==> src/hw/rtl/complementary_attitude_filter_defines.svh <==
// assertion helpers shared by the attitude filter rtl
`ifndef COMPLEMENTARY_ATTITUDE_FILTER_DEFINES_SVH
`define COMPLEMENTARY_ATTITUDE_FILTER_DEFINES_SVH

// same-cycle implication, off while reset is held
`define CAF_ASSERT_IMP(label, clk, rst_n, ante, cons) \
  label: assert property (@(posedge clk) disable iff (!rst_n) (ante) |-> (cons)) \
    else $error("caf assertion failed");

// next-cycle implication, off while reset is held
`define CAF_ASSERT_NXT(label, clk, rst_n, ante, cons) \
  label: assert property (@(posedge clk) disable iff (!rst_n) (ante) |=> (cons)) \
    else $error("caf assertion failed");

`endif

==> src/hw/rtl/caf_pkg.sv <==
`timescale 1ns / 1ps
`default_nettype none

package caf_pkg;

  localparam int CORDIC_STEPS_DEF = 14;
  localparam int DATA_WIDTH_DEF   = 16;

  localparam int ZW     = 20;  // cordic angle, q16 radians
  localparam int QW     = 16;  // output angle, q3.12 radians
  localparam int MA     = 24;  // multiplier operand a
  localparam int MB     = 18;  // multiplier operand b
  localparam int CHUNK  = 17;  // bits of the magnitude per gain product
  localparam int RSW    = 21;  // rate times dt in q3.12
  localparam int SW     = 22;  // pre-saturation sums
  localparam int BIAS_W = 15;

  localparam logic signed [ZW-1:0] PI_Q16   = 20'sd205887;
  localparam logic signed [MB-1:0] INV_GAIN = 18'sd39796;
  localparam logic [16:0]          ONE_Q15  = 17'd32768;

  localparam logic [15:0] BLEND_WEIGHT_RST = 16'd32112;
  localparam logic [15:0] TIME_STEP_RST    = 16'd655;

  localparam logic [BIAS_W-1:0] BIAS_NONE  = 15'd0;
  localparam logic [BIAS_W-1:0] BIAS_RATE  = 15'd2048;
  localparam logic [BIAS_W-1:0] BIAS_BLEND = 15'd16384;

  localparam logic REG_BLEND_WEIGHT = 1'b0;
  localparam logic REG_TIME_STEP    = 1'b1;

  // steps of the multiply-accumulate program after the second cordic pass
  localparam logic [2:0] MS_RATE_X  = 3'd0;
  localparam logic [2:0] MS_RATE_Y  = 3'd1;
  localparam logic [2:0] MS_RATE_Z  = 3'd2;
  localparam logic [2:0] MS_ROLL_A  = 3'd3;
  localparam logic [2:0] MS_ROLL_B  = 3'd4;
  localparam logic [2:0] MS_PITCH_A = 3'd5;
  localparam logic [2:0] MS_PITCH_B = 3'd6;

  typedef enum logic [2:0] {
    ST_IDLE,
    ST_ROLL,
    ST_GAIN,
    ST_LAUNCH,
    ST_PITCH,
    ST_BLEND,
    ST_OUT
  } state_t;

  typedef struct packed {
    logic              en;
    logic              clr;
    logic [BIAS_W-1:0] bias;
  } mac_ctl_t;

  typedef struct packed {
    logic busy;
    logic done;
  } cordic_stat_t;

  function automatic logic signed [ZW-1:0] atan_q16(input logic [4:0] idx);
    logic signed [ZW-1:0] v;
    unique case (idx)
      5'd0:    v = 20'sd51472;
      5'd1:    v = 20'sd30386;
      5'd2:    v = 20'sd16055;
      5'd3:    v = 20'sd8150;
      5'd4:    v = 20'sd4091;
      5'd5:    v = 20'sd2047;
      5'd6:    v = 20'sd1024;
      5'd7:    v = 20'sd512;
      5'd8:    v = 20'sd256;
      5'd9:    v = 20'sd128;
      5'd10:   v = 20'sd64;
      5'd11:   v = 20'sd32;
      5'd12:   v = 20'sd16;
      5'd13:   v = 20'sd8;
      5'd14:   v = 20'sd4;
      5'd15:   v = 20'sd2;
      5'd16:   v = 20'sd1;
      default: v = 20'sd0;
    endcase
    return v;
  endfunction

  // q16 angle to q3.12 with round half up
  function automatic logic signed [QW-1:0] q16_to_q12(input logic signed [ZW-1:0] z);
    logic signed [ZW-1:0] s;
    s = z + 20'sd8;
    return s[ZW-1:4];
  endfunction

  function automatic logic signed [QW-1:0] sat16(input logic signed [SW-1:0] v);
    logic signed [QW-1:0] r;
    if (v > 22'sd32767) begin
      r = 16'sh7fff;
    end else if (v < -22'sd32768) begin
      r = 16'sh8000;
    end else begin
      r = v[QW-1:0];
    end
    return r;
  endfunction

endpackage

`default_nettype wire

==> src/hw/rtl/complementary_attitude_filter.sv <==
// channel  direction  handshake             word
// in_      sink       in_valid / in_ready   accel x/y/z counts, gyro x/y/z rates
// out_     source     out_valid / out_ready roll, pitch, yaw in q3.12
// cfg_     sink       cfg_we                cfg_index selects register, cfg_data
//
// a word goes through the single cordic rotator, run twice one step a cycle,
// with a gain correction on the shared multiply-accumulate unit between the
// passes in N slices, N = 2 for DATA_WIDTH up to 16, 3 up to 33, and the
// blend on the same unit after the second pass
// in_ready is high only while idle; a finished word stalls in its last state
// until the output register is free
// synchronous active-low reset clears the estimates and loads the register defaults
`timescale 1ns / 1ps
`default_nettype none
`include "complementary_attitude_filter_defines.svh"

module complementary_attitude_filter import caf_pkg::*; #(
  parameter int CORDIC_STEPS = CORDIC_STEPS_DEF,
  parameter int DATA_WIDTH   = DATA_WIDTH_DEF
) (
  input  logic               clk,
  input  logic               rst_n,
  input  logic               in_valid,
  output logic               in_ready,
  input  logic signed [15:0] in_accel_x,
  input  logic signed [15:0] in_accel_y,
  input  logic signed [15:0] in_accel_z,
  input  logic signed [15:0] in_rate_x,
  input  logic signed [15:0] in_rate_y,
  input  logic signed [15:0] in_rate_z,
  output logic               out_valid,
  input  logic               out_ready,
  output logic signed [15:0] out_roll_angle,
  output logic signed [15:0] out_pitch_angle,
  output logic signed [15:0] out_yaw_angle,
  input  logic               cfg_we,
  input  logic               cfg_index,
  input  logic [15:0]        cfg_data
);

  localparam int W   = DATA_WIDTH + 19;
  localparam int AW  = W + 17;
  localparam int NCH = (W - 1 + CHUNK - 1) / CHUNK;
  localparam int GCW = $clog2(NCH);
  localparam int SHW = $clog2(CHUNK * (NCH - 1) + 1);

  state_t state_r, state_nxt;
  logic [GCW-1:0] gc_r;
  logic [2:0]     mc_r;

  logic [15:0] blend_weight_r, time_step_r;
  logic [15:0] aw;
  logic [16:0] aw_comp;

  logic signed [15:0]    ax_r, rx_r, ry_r, rz_r;
  logic signed [QW-1:0]  roll_r, pitch_r, yaw_r;
  logic signed [QW-1:0]  acc_roll_r, acc_pitch_r, roll_new_r;
  logic signed [RSW-1:0] rsx_r, rsy_r, rsz_r;
  logic signed [QW-1:0]  out_roll_r, out_pitch_r, out_yaw_r;
  logic                  out_valid_r;
  logic                  out_load;

  logic                  cordic_start;
  logic signed [W-1:0]   cx_in, cy_in, cx_out;
  logic signed [ZW-1:0]  cz_out;
  cordic_stat_t          cordic_stat;

  mac_ctl_t              mac_ctl;
  logic [SHW-1:0]        mac_shamt;
  logic signed [MA-1:0]  mac_a;
  logic signed [MB-1:0]  mac_b;
  logic signed [AW-1:0]  mac_acc;
  logic [W-1:0]          x_shift;
  logic signed [W-1:0]   mag, az_w, ay_w, ax_w;
  logic signed [SW-1:0]  yaw_sum;

  // ---------------- configuration ----------------
  always_ff @(posedge clk) begin
    if (!rst_n) begin
      blend_weight_r <= BLEND_WEIGHT_RST;
      time_step_r    <= TIME_STEP_RST;
    end else if (cfg_we) begin
      unique case (cfg_index)
        REG_BLEND_WEIGHT: blend_weight_r <= cfg_data;
        REG_TIME_STEP:    time_step_r    <= cfg_data;
      endcase
    end
  end

  // alpha above one is used as one
  assign aw      = ({1'b0, blend_weight_r} > ONE_Q15) ? ONE_Q15[15:0] : blend_weight_r;
  assign aw_comp = ONE_Q15 - {1'b0, aw};

  // ---------------- operand forming ----------------
  assign az_w = {{(W - 16 - DATA_WIDTH){in_accel_z[15]}}, in_accel_z, {DATA_WIDTH{1'b0}}};
  assign ay_w = {{(W - 16 - DATA_WIDTH){in_accel_y[15]}}, in_accel_y, {DATA_WIDTH{1'b0}}};
  assign ax_w = {{(W - 16 - DATA_WIDTH){ax_r[15]}}, ax_r, {DATA_WIDTH{1'b0}}};
  // gain-corrected magnitude, floor of x * 1/K
  assign mag  = mac_acc[W+15:16];

  assign cx_in = (state_r == ST_LAUNCH) ? mag : az_w;
  assign cy_in = (state_r == ST_LAUNCH) ? -ax_w : ay_w;

  assign yaw_sum = SW'(yaw_r) + SW'(rsz_r);

  // ---------------- sequencer ----------------
  assign out_load = (state_r == ST_OUT) && (!out_valid_r || out_ready);

  always_comb begin
    state_nxt = state_r;
    unique case (state_r)
      ST_IDLE:   if (in_valid) state_nxt = ST_ROLL;
      ST_ROLL:   if (cordic_stat.done) state_nxt = ST_GAIN;
      ST_GAIN:   if (gc_r == GCW'(NCH - 1)) state_nxt = ST_LAUNCH;
      ST_LAUNCH: state_nxt = ST_PITCH;
      ST_PITCH:  if (cordic_stat.done) state_nxt = ST_BLEND;
      ST_BLEND:  if (mc_r == MS_PITCH_B) state_nxt = ST_OUT;
      ST_OUT:    if (out_load) state_nxt = ST_IDLE;
      default:   state_nxt = ST_IDLE;
    endcase
  end

  always_comb begin
    in_ready     = 1'b0;
    cordic_start = 1'b0;
    mac_ctl      = '{en: 1'b0, clr: 1'b0, bias: BIAS_NONE};
    mac_shamt    = '0;
    mac_a        = '0;
    mac_b        = '0;
    x_shift      = '0;
    unique case (state_r)
      ST_IDLE: begin
        in_ready     = 1'b1;
        cordic_start = in_valid;
      end
      ST_GAIN: begin
        // magnitude times 1/K, one slice of the magnitude per cycle
        mac_shamt = SHW'(CHUNK * gc_r);
        x_shift   = cx_out >> mac_shamt;
        mac_ctl   = '{en: 1'b1, clr: (gc_r == '0), bias: BIAS_NONE};
        mac_a     = MA'(x_shift[CHUNK-1:0]);
        mac_b     = INV_GAIN;
      end
      ST_LAUNCH: cordic_start = 1'b1;
      ST_BLEND: begin
        unique case (mc_r)
          MS_RATE_X: begin
            mac_ctl = '{en: 1'b1, clr: 1'b1, bias: BIAS_RATE};
            mac_a   = MA'(rx_r);
            mac_b   = MB'(time_step_r);
          end
          MS_RATE_Y: begin
            mac_ctl = '{en: 1'b1, clr: 1'b1, bias: BIAS_RATE};
            mac_a   = MA'(ry_r);
            mac_b   = MB'(time_step_r);
          end
          MS_RATE_Z: begin
            mac_ctl = '{en: 1'b1, clr: 1'b1, bias: BIAS_RATE};
            mac_a   = MA'(rz_r);
            mac_b   = MB'(time_step_r);
          end
          MS_ROLL_A: begin
            mac_ctl = '{en: 1'b1, clr: 1'b1, bias: BIAS_BLEND};
            mac_a   = MA'(roll_r) + MA'(rsx_r);
            mac_b   = MB'(aw);
          end
          MS_ROLL_B: begin
            mac_ctl = '{en: 1'b1, clr: 1'b0, bias: BIAS_NONE};
            mac_a   = MA'(acc_roll_r);
            mac_b   = MB'(aw_comp);
          end
          MS_PITCH_A: begin
            mac_ctl = '{en: 1'b1, clr: 1'b1, bias: BIAS_BLEND};
            mac_a   = MA'(pitch_r) + MA'(rsy_r);
            mac_b   = MB'(aw);
          end
          MS_PITCH_B: begin
            mac_ctl = '{en: 1'b1, clr: 1'b0, bias: BIAS_NONE};
            mac_a   = MA'(acc_pitch_r);
            mac_b   = MB'(aw_comp);
          end
          default: begin
            mac_ctl = '{en: 1'b0, clr: 1'b0, bias: BIAS_NONE};
          end
        endcase
      end
      default: begin
        in_ready = 1'b0;
      end
    endcase
  end

  always_ff @(posedge clk) begin
    if (!rst_n) begin
      state_r     <= ST_IDLE;
      gc_r        <= '0;
      mc_r        <= '0;
      out_valid_r <= 1'b0;
      roll_r      <= '0;
      pitch_r     <= '0;
      yaw_r       <= '0;
    end else begin
      state_r <= state_nxt;
      gc_r    <= (state_r == ST_GAIN) ? gc_r + 1'b1 : '0;
      mc_r    <= (state_r == ST_BLEND) ? mc_r + 3'd1 : '0;
      if (out_load) begin
        out_valid_r <= 1'b1;
        roll_r      <= roll_new_r;
        pitch_r     <= sat16(mac_acc[15+SW-1:15]);
        yaw_r       <= sat16(yaw_sum);
      end else if (out_ready) begin
        out_valid_r <= 1'b0;
      end
    end
  end

  // ---------------- datapath capture ----------------
  always_ff @(posedge clk) begin
    if (in_valid && in_ready) begin
      ax_r <= in_accel_x;
      rx_r <= in_rate_x;
      ry_r <= in_rate_y;
      rz_r <= in_rate_z;
    end
    if (state_r == ST_ROLL && cordic_stat.done) begin
      acc_roll_r <= q16_to_q12(cz_out);
    end
    if (state_r == ST_PITCH && cordic_stat.done) begin
      acc_pitch_r <= q16_to_q12(cz_out);
    end
    if (state_r == ST_BLEND) begin
      if (mc_r == MS_RATE_Y) begin
        rsx_r <= mac_acc[12+RSW-1:12];
      end
      if (mc_r == MS_RATE_Z) begin
        rsy_r <= mac_acc[12+RSW-1:12];
      end
      if (mc_r == MS_ROLL_A) begin
        rsz_r <= mac_acc[12+RSW-1:12];
      end
      if (mc_r == MS_PITCH_A) begin
        roll_new_r <= sat16(mac_acc[15+SW-1:15]);
      end
    end
    if (out_load) begin
      out_roll_r  <= roll_new_r;
      out_pitch_r <= sat16(mac_acc[15+SW-1:15]);
      out_yaw_r   <= sat16(yaw_sum);
    end
  end

  assign out_valid       = out_valid_r;
  assign out_roll_angle  = out_roll_r;
  assign out_pitch_angle = out_pitch_r;
  assign out_yaw_angle   = out_yaw_r;

  // ---------------- shared units ----------------
  caf_cordic #(
    .STEPS (CORDIC_STEPS),
    .W     (W)
  ) u_cordic (
    .clk   (clk),
    .rst_n (rst_n),
    .start (cordic_start),
    .x_in  (cx_in),
    .y_in  (cy_in),
    .x_out (cx_out),
    .z_out (cz_out),
    .stat  (cordic_stat)
  );

  caf_mac #(
    .AW  (AW),
    .SHW (SHW)
  ) u_mac (
    .clk   (clk),
    .ctl   (mac_ctl),
    .shamt (mac_shamt),
    .op_a  (mac_a),
    .op_b  (mac_b),
    .acc   (mac_acc)
  );

  // ---------------- checks ----------------
  `CAF_ASSERT_NXT(a_accept_starts_cordic, clk, rst_n, in_valid && in_ready, cordic_stat.busy)
  `CAF_ASSERT_IMP(a_ready_only_when_free, clk, rst_n, in_ready, !cordic_stat.busy)
  `CAF_ASSERT_IMP(a_done_in_pass_state, clk, rst_n, cordic_stat.done, (state_r == ST_ROLL) || (state_r == ST_PITCH))
  `CAF_ASSERT_NXT(a_yaw_moves_on_load, clk, rst_n, !out_load, $stable(yaw_r))

endmodule

`default_nettype wire

==> src/hw/rtl/caf_cordic.sv <==
`timescale 1ns / 1ps
`default_nettype none

module caf_cordic import caf_pkg::*; #(
  parameter int STEPS = CORDIC_STEPS_DEF,
  parameter int W     = DATA_WIDTH_DEF + 19
) (
  input  logic                clk,
  input  logic                rst_n,
  input  logic                start,
  input  logic signed [W-1:0] x_in,
  input  logic signed [W-1:0] y_in,
  output logic signed [W-1:0] x_out,
  output logic signed [ZW-1:0] z_out,
  output cordic_stat_t        stat
);

  localparam int IW = $clog2(STEPS);

  logic signed [W-1:0]  x_r, y_r, x_nxt, y_nxt, dx, dy;
  logic signed [ZW-1:0] z_r, z_nxt, ang;
  logic [IW-1:0]        i_r;
  logic                 busy_r, done_r, zero_r;

  // one micro-rotation per cycle while busy
  always_comb begin
    dx  = y_r >>> i_r;
    dy  = x_r >>> i_r;
    ang = atan_q16(5'(i_r));
    if (!y_r[W-1]) begin
      x_nxt = x_r + dx;
      y_nxt = y_r - dy;
      z_nxt = z_r + ang;
    end else begin
      x_nxt = x_r - dx;
      y_nxt = y_r + dy;
      z_nxt = z_r - ang;
    end
  end

  always_ff @(posedge clk) begin
    if (!rst_n) begin
      busy_r <= 1'b0;
      done_r <= 1'b0;
      i_r    <= '0;
    end else begin
      done_r <= 1'b0;
      if (start) begin
        busy_r <= 1'b1;
        i_r    <= '0;
      end else if (busy_r) begin
        i_r <= i_r + 1'b1;
        if (i_r == IW'(STEPS - 1)) begin
          busy_r <= 1'b0;
          done_r <= 1'b1;
        end
      end
    end
  end

  always_ff @(posedge clk) begin
    if (start) begin
      zero_r <= (x_in == '0) && (y_in == '0);
      // left half plane: pre-rotate by pi
      if (x_in[W-1]) begin
        x_r <= -x_in;
        y_r <= -y_in;
        z_r <= y_in[W-1] ? -PI_Q16 : PI_Q16;
      end else begin
        x_r <= x_in;
        y_r <= y_in;
        z_r <= '0;
      end
    end else if (busy_r) begin
      x_r <= x_nxt;
      y_r <= y_nxt;
      z_r <= z_nxt;
    end
  end

  // zero vector keeps x at zero by itself, only the angle needs forcing
  assign x_out     = x_r;
  assign z_out     = zero_r ? '0 : z_r;
  assign stat.busy = busy_r;
  assign stat.done = done_r;

endmodule

`default_nettype wire

==> src/hw/rtl/caf_mac.sv <==
`timescale 1ns / 1ps
`default_nettype none

module caf_mac import caf_pkg::*; #(
  parameter int AW  = DATA_WIDTH_DEF + 36,
  parameter int SHW = 5
) (
  input  logic                 clk,
  input  mac_ctl_t             ctl,
  input  logic [SHW-1:0]       shamt,
  input  logic signed [MA-1:0] op_a,
  input  logic signed [MB-1:0] op_b,
  output logic signed [AW-1:0] acc
);

  localparam int PW = MA + MB;

  logic signed [PW-1:0] prod;
  logic signed [AW-1:0] prod_ext, base, acc_r, acc_nxt;

  always_comb begin
    prod     = op_a * op_b;
    prod_ext = {{(AW - PW){prod[PW-1]}}, prod};
    base     = ctl.clr ? {{(AW - BIAS_W){1'b0}}, ctl.bias} : acc_r;
    acc_nxt  = base + (prod_ext <<< shamt);
  end

  always_ff @(posedge clk) begin
    if (ctl.en) begin
      acc_r <= acc_nxt;
    end
  end

  assign acc = acc_r;

endmodule

`default_nettype wire
==> config.mk <==
export PLATFORM = sky130hd
export DESIGN_NAME = complementary_attitude_filter
export DESIGN_NICKNAME = d
export VERILOG_FILES = /design/src/hw/rtl/caf_pkg.sv /design/src/hw/rtl/complementary_attitude_filter.sv /design/src/hw/rtl/caf_cordic.sv /design/src/hw/rtl/caf_mac.sv
export VERILOG_INCLUDE_DIRS = /design/src /design/src/hw/rtl
export SDC_FILE = /design/constraint.sdc
export NUM_CORES = 2
export LEC_CHECK = 0
export BUFFER_PORTS_ARGS = -buffer_cell sky130_fd_sc_hd__buf_2
export CORE_MARGIN = 2
export CORE_UTILIZATION = 55
export CTS_BUF_LIST = sky130_fd_sc_hd__clkbuf_8
export CTS_CLUSTER_DIAMETER = 100
export DETAILED_ROUTE_END_ITERATION = 10
export HOLD_SLACK_MARGIN = 0.06
export PLACE_DENSITY = 0.73
export SLEW_MARGIN = 5
export SYNTH_ARGS = -nofsm -noshare
export SYNTH_HDL_FRONTEND = slang
export SYNTH_SLANG_ARGS = --single-unit
==> constraint.sdc <==
create_clock -name clk -period 35 [get_ports clk]
set_input_delay 5.25 -clock clk [delete_from_list [all_inputs] [get_ports clk]]
set_output_delay 5.25 -clock clk [all_outputs]
set_load 0.01 [all_outputs]
==> reports/qor.yml <==
synth_ff_type: "edfxtp_1"
num_rows: 110
cts_root_buf: "clkbuf_8"
relSlewSlack_pct: 10.9
finalCritPeriodShare_pct: 35.8
post-place-ws_ps: 22760
yosys.area.top_type: "edfxtp_1"
die_area_um2: 93800
ys_ff_latch: 475
reg2reg_depth: 39
ios: 168
dp_hpwl_mm: 116
crit_slowest_cell: "nand2_1"
synth_common_cells: "nand2_1, inv_1, nor2_1, fa_1, edfxtp_1"
avgSynthCellArea_um2: 9.04
fmax_mhz: 79.9
layout_setup_ws_ps: 22490
grt.total_usage_pct: 32.0
totalNegativeSetupSlack_ps: 0
clk_latency_ps: 750
rrSetupSlack_ps: 22490
hold_class: "reg -> reg"
yosys_warnings: 0
hold_buffers: 0
gr-usage-met2_pct: 49.7
use_met1_pct: 44.1
synth-edff-count: 365
avgViaCountPerCell: 6.22
outcome: "finished, final reports clean"
cts_buffers: 84
clock_skew_ps: 52.1
crit_fanout: 20
yosys.cell_types.count: 95
final_nets: 6458
ys_seq_area_share_pct: 26.2
clock_sinks: 475
finalSetupViolCount: 0
startpoint_type: "flop"
die_h_um: 306
worst-slew-pin-transition_ps: 1330
dieWidth_um: 306
worst_ep_arrival_time_ps: 12990
grt_pass1_wl_mm: 235
async_flop_share_pct: 0
holdPathStages: 0
globalRouteOverflowTotal: 0
maxCapViolCount: 0
routabilityCongestion: 1.00
required_ps: 35480
synth.area.top_cells: "edfxtp_1, fa_1, ha_1, nand2_1, dfxtp_1"
grt_pass1_vias: 41700
cpMostUsedCell: "fa_1"
clockBufferDepth: 3
wl_per_cell_um: 21.8
drt_iter0_drc: 4628
hold_viol: 0
port_buffers: 167
power.density_nw_per_um2: 76.5
whs_ps: 451
cts-htree-levels: 3
drv_slew: 0
period_minus_slack_ps: 12510
busiest_layer: "met2"
ant_nets: 0
drt-pass1-iter-count: 7
critPathMaxStageDelay_ps: 720
postCtsSetupBuffers: 0
post_cts_resized: 0
cts_tree: "yes"
drcViolationCount: 0
drive_above_1_share_pct: 8.96
grt_max_degree: 78
grtUsageMet3_pct: 6.93
core-area_um2: 90300
power_leakage_nw: 23.3
yosysTopAreaCellShare_pct: 21.8
path_clk_slew_ps: 60
synth.net_count: 6381
end_kind: "flop"
yosysMostFrequentCell: "nand2_1"
ir_worst_vdd_mv: 0.0550
rsz0062_at_grt: "false"
syn_inst: 5556
wl_mm: 150
start_util_pct: 55.6
path_class: "reg -> reg"
syn_area_um2: 50200
via_count: 42800
area_growth_pct: 7.28
antenna_found_initial: 16
==> metal layers <==
metal  wire length, µm  up-vias  share of wire, %
met5               128        -             0.085
met4              6020       18               4.0
met3             15600      375                10
met2             66200     2146                44
met1             61800    20700                41
li1                  -    19600                 -
==> placed cells by master (no fill, tap or decap), types with 22 or more instances in the layout <==
| cell type | instances |
|---|---|
| a22oi_1 | 28 |
| mux4_2 | 49 |
| nor2_1 | 466 |
| clkbuf_8 | 97 |
| or2_2 | 22 |
| xor2_1 | 130 |
| a22o_1 | 25 |
| and2_1 | 107 |
| o21bai_1 | 25 |
| inv_1 | 578 |
| xnor2_1 | 217 |
| ha_1 | 322 |
| fa_1 | 385 |
| o21ai_1 | 22 |
| a211oi_1 | 48 |
| o21a_1 | 58 |
| mux2i_1 | 111 |
| o211ai_1 | 26 |
| mux2_2 | 47 |
| nor3_1 | 90 |
| a31oi_1 | 46 |
| nor4_1 | 22 |
| dfxtp_1 | 106 |
| buf_4 | 69 |
| nand2_1 | 592 |
| nor2b_1 | 87 |
| o31ai_1 | 36 |
| a21o_1 | 85 |
| a21oi_1 | 352 |
| nand3_1 | 95 |
| edfxtp_1 | 365 |
| a21boi_0 | 46 |
| buf_2 | 167 |
| nand2b_1 | 75 |
| and3_1 | 45 |
| o22ai_1 | 32 |
| nand4_1 | 29 |
| or3_1 | 33 |
| o21ai_0 | 276 |
==> flip-flops by register name, indices dropped and copies added (netlist names), 20 cells and up <==
register,flops
rsx_r,21
rsy_r,21
rsz_r,21
u_cordic.x_out,35
u_cordic.y_r,35
u_cordic.z_r,20
u_mac.acc,51
==> power by group <==
part           switching, mW  leakage (nW)  internal [mW]
clock network          0.257          1.01          0.286
registers              0.198          4.32          0.839
logic                   1.50          17.9           1.04
total                   1.96          23.3           2.17
==> final timing paths <==
check | startpoint | end
max | mc_r[0]$_SDFF_PN0_ | u_mac.acc[47]$_DFFE_PP_
min | roll_new_r[12]$_DFFE_PP_ | out_roll_angle[12]$_DFFE_PP_
max reg2reg | mc_r[0]$_SDFF_PN0_ | u_mac.acc[47]$_DFFE_PP_
min reg2reg | roll_new_r[12]$_DFFE_PP_ | out_roll_angle[12]$_DFFE_PP_
==> per-stage QoR <==
stage,instance area (µm²),cells,total power [mW],utilization [%]
3_5_place_dp,52100,6723,3.53,57.7
3_3_place_gp,52100,6723,3.48,57.7
4_1_cts,53900,6880,4.08,59.7
5_1_grt,53900,6881,4.42,59.7
2_1_floorplan,50200,5556,2.88,-
6_report,53900,6881,4.12,59.7
==> cell type report <==
cell class                      instances  area, µm²
Tap cell                             1176       1470
Antenna cell                            1       2.50
Inverter                              551       2070
Fill cell                            7910      36400
Timing Repair Buffer                  236       1350
Multi-Input combinational cell       4285      34100
Sequential cell                       475      13200
Clock buffer                           97       1340
Clock inverter                         60        410
==> cells by family (layout without fill, tap and decap cells) <==
| group | after synthesis | after routing | synth area share, % |
|---|---|---|---|
| buf+inv | 796 | 944 | 6.12 |
| mux | 214 | 214 | 5.72 |
| xor+xnor | 347 | 347 | 6.05 |
| other cells | 0 | 1 | 0 |
| compound gates | 1289 | 1289 | 16.5 |
| simple gates | 1728 | 1728 | 16.0 |
| flops | 475 | 475 | 26.2 |
| fa+ha+maj | 707 | 707 | 23.4 |
==> critical path, delay by kind of cell, from the launching register on <==
kind / cells / cell delay (ps)
adder cells (fa/ha/maj): 9 / 4370
AO/OA/AOI/OAI: 11 / 3290
AND/OR/NAND/NOR: 12 / 3160
buffers and inverters: 6 / 880
flip-flops: 1 / 400
XOR/XNOR: 1 / 140
Note: power is estimated with default switching activity, not from simulation.
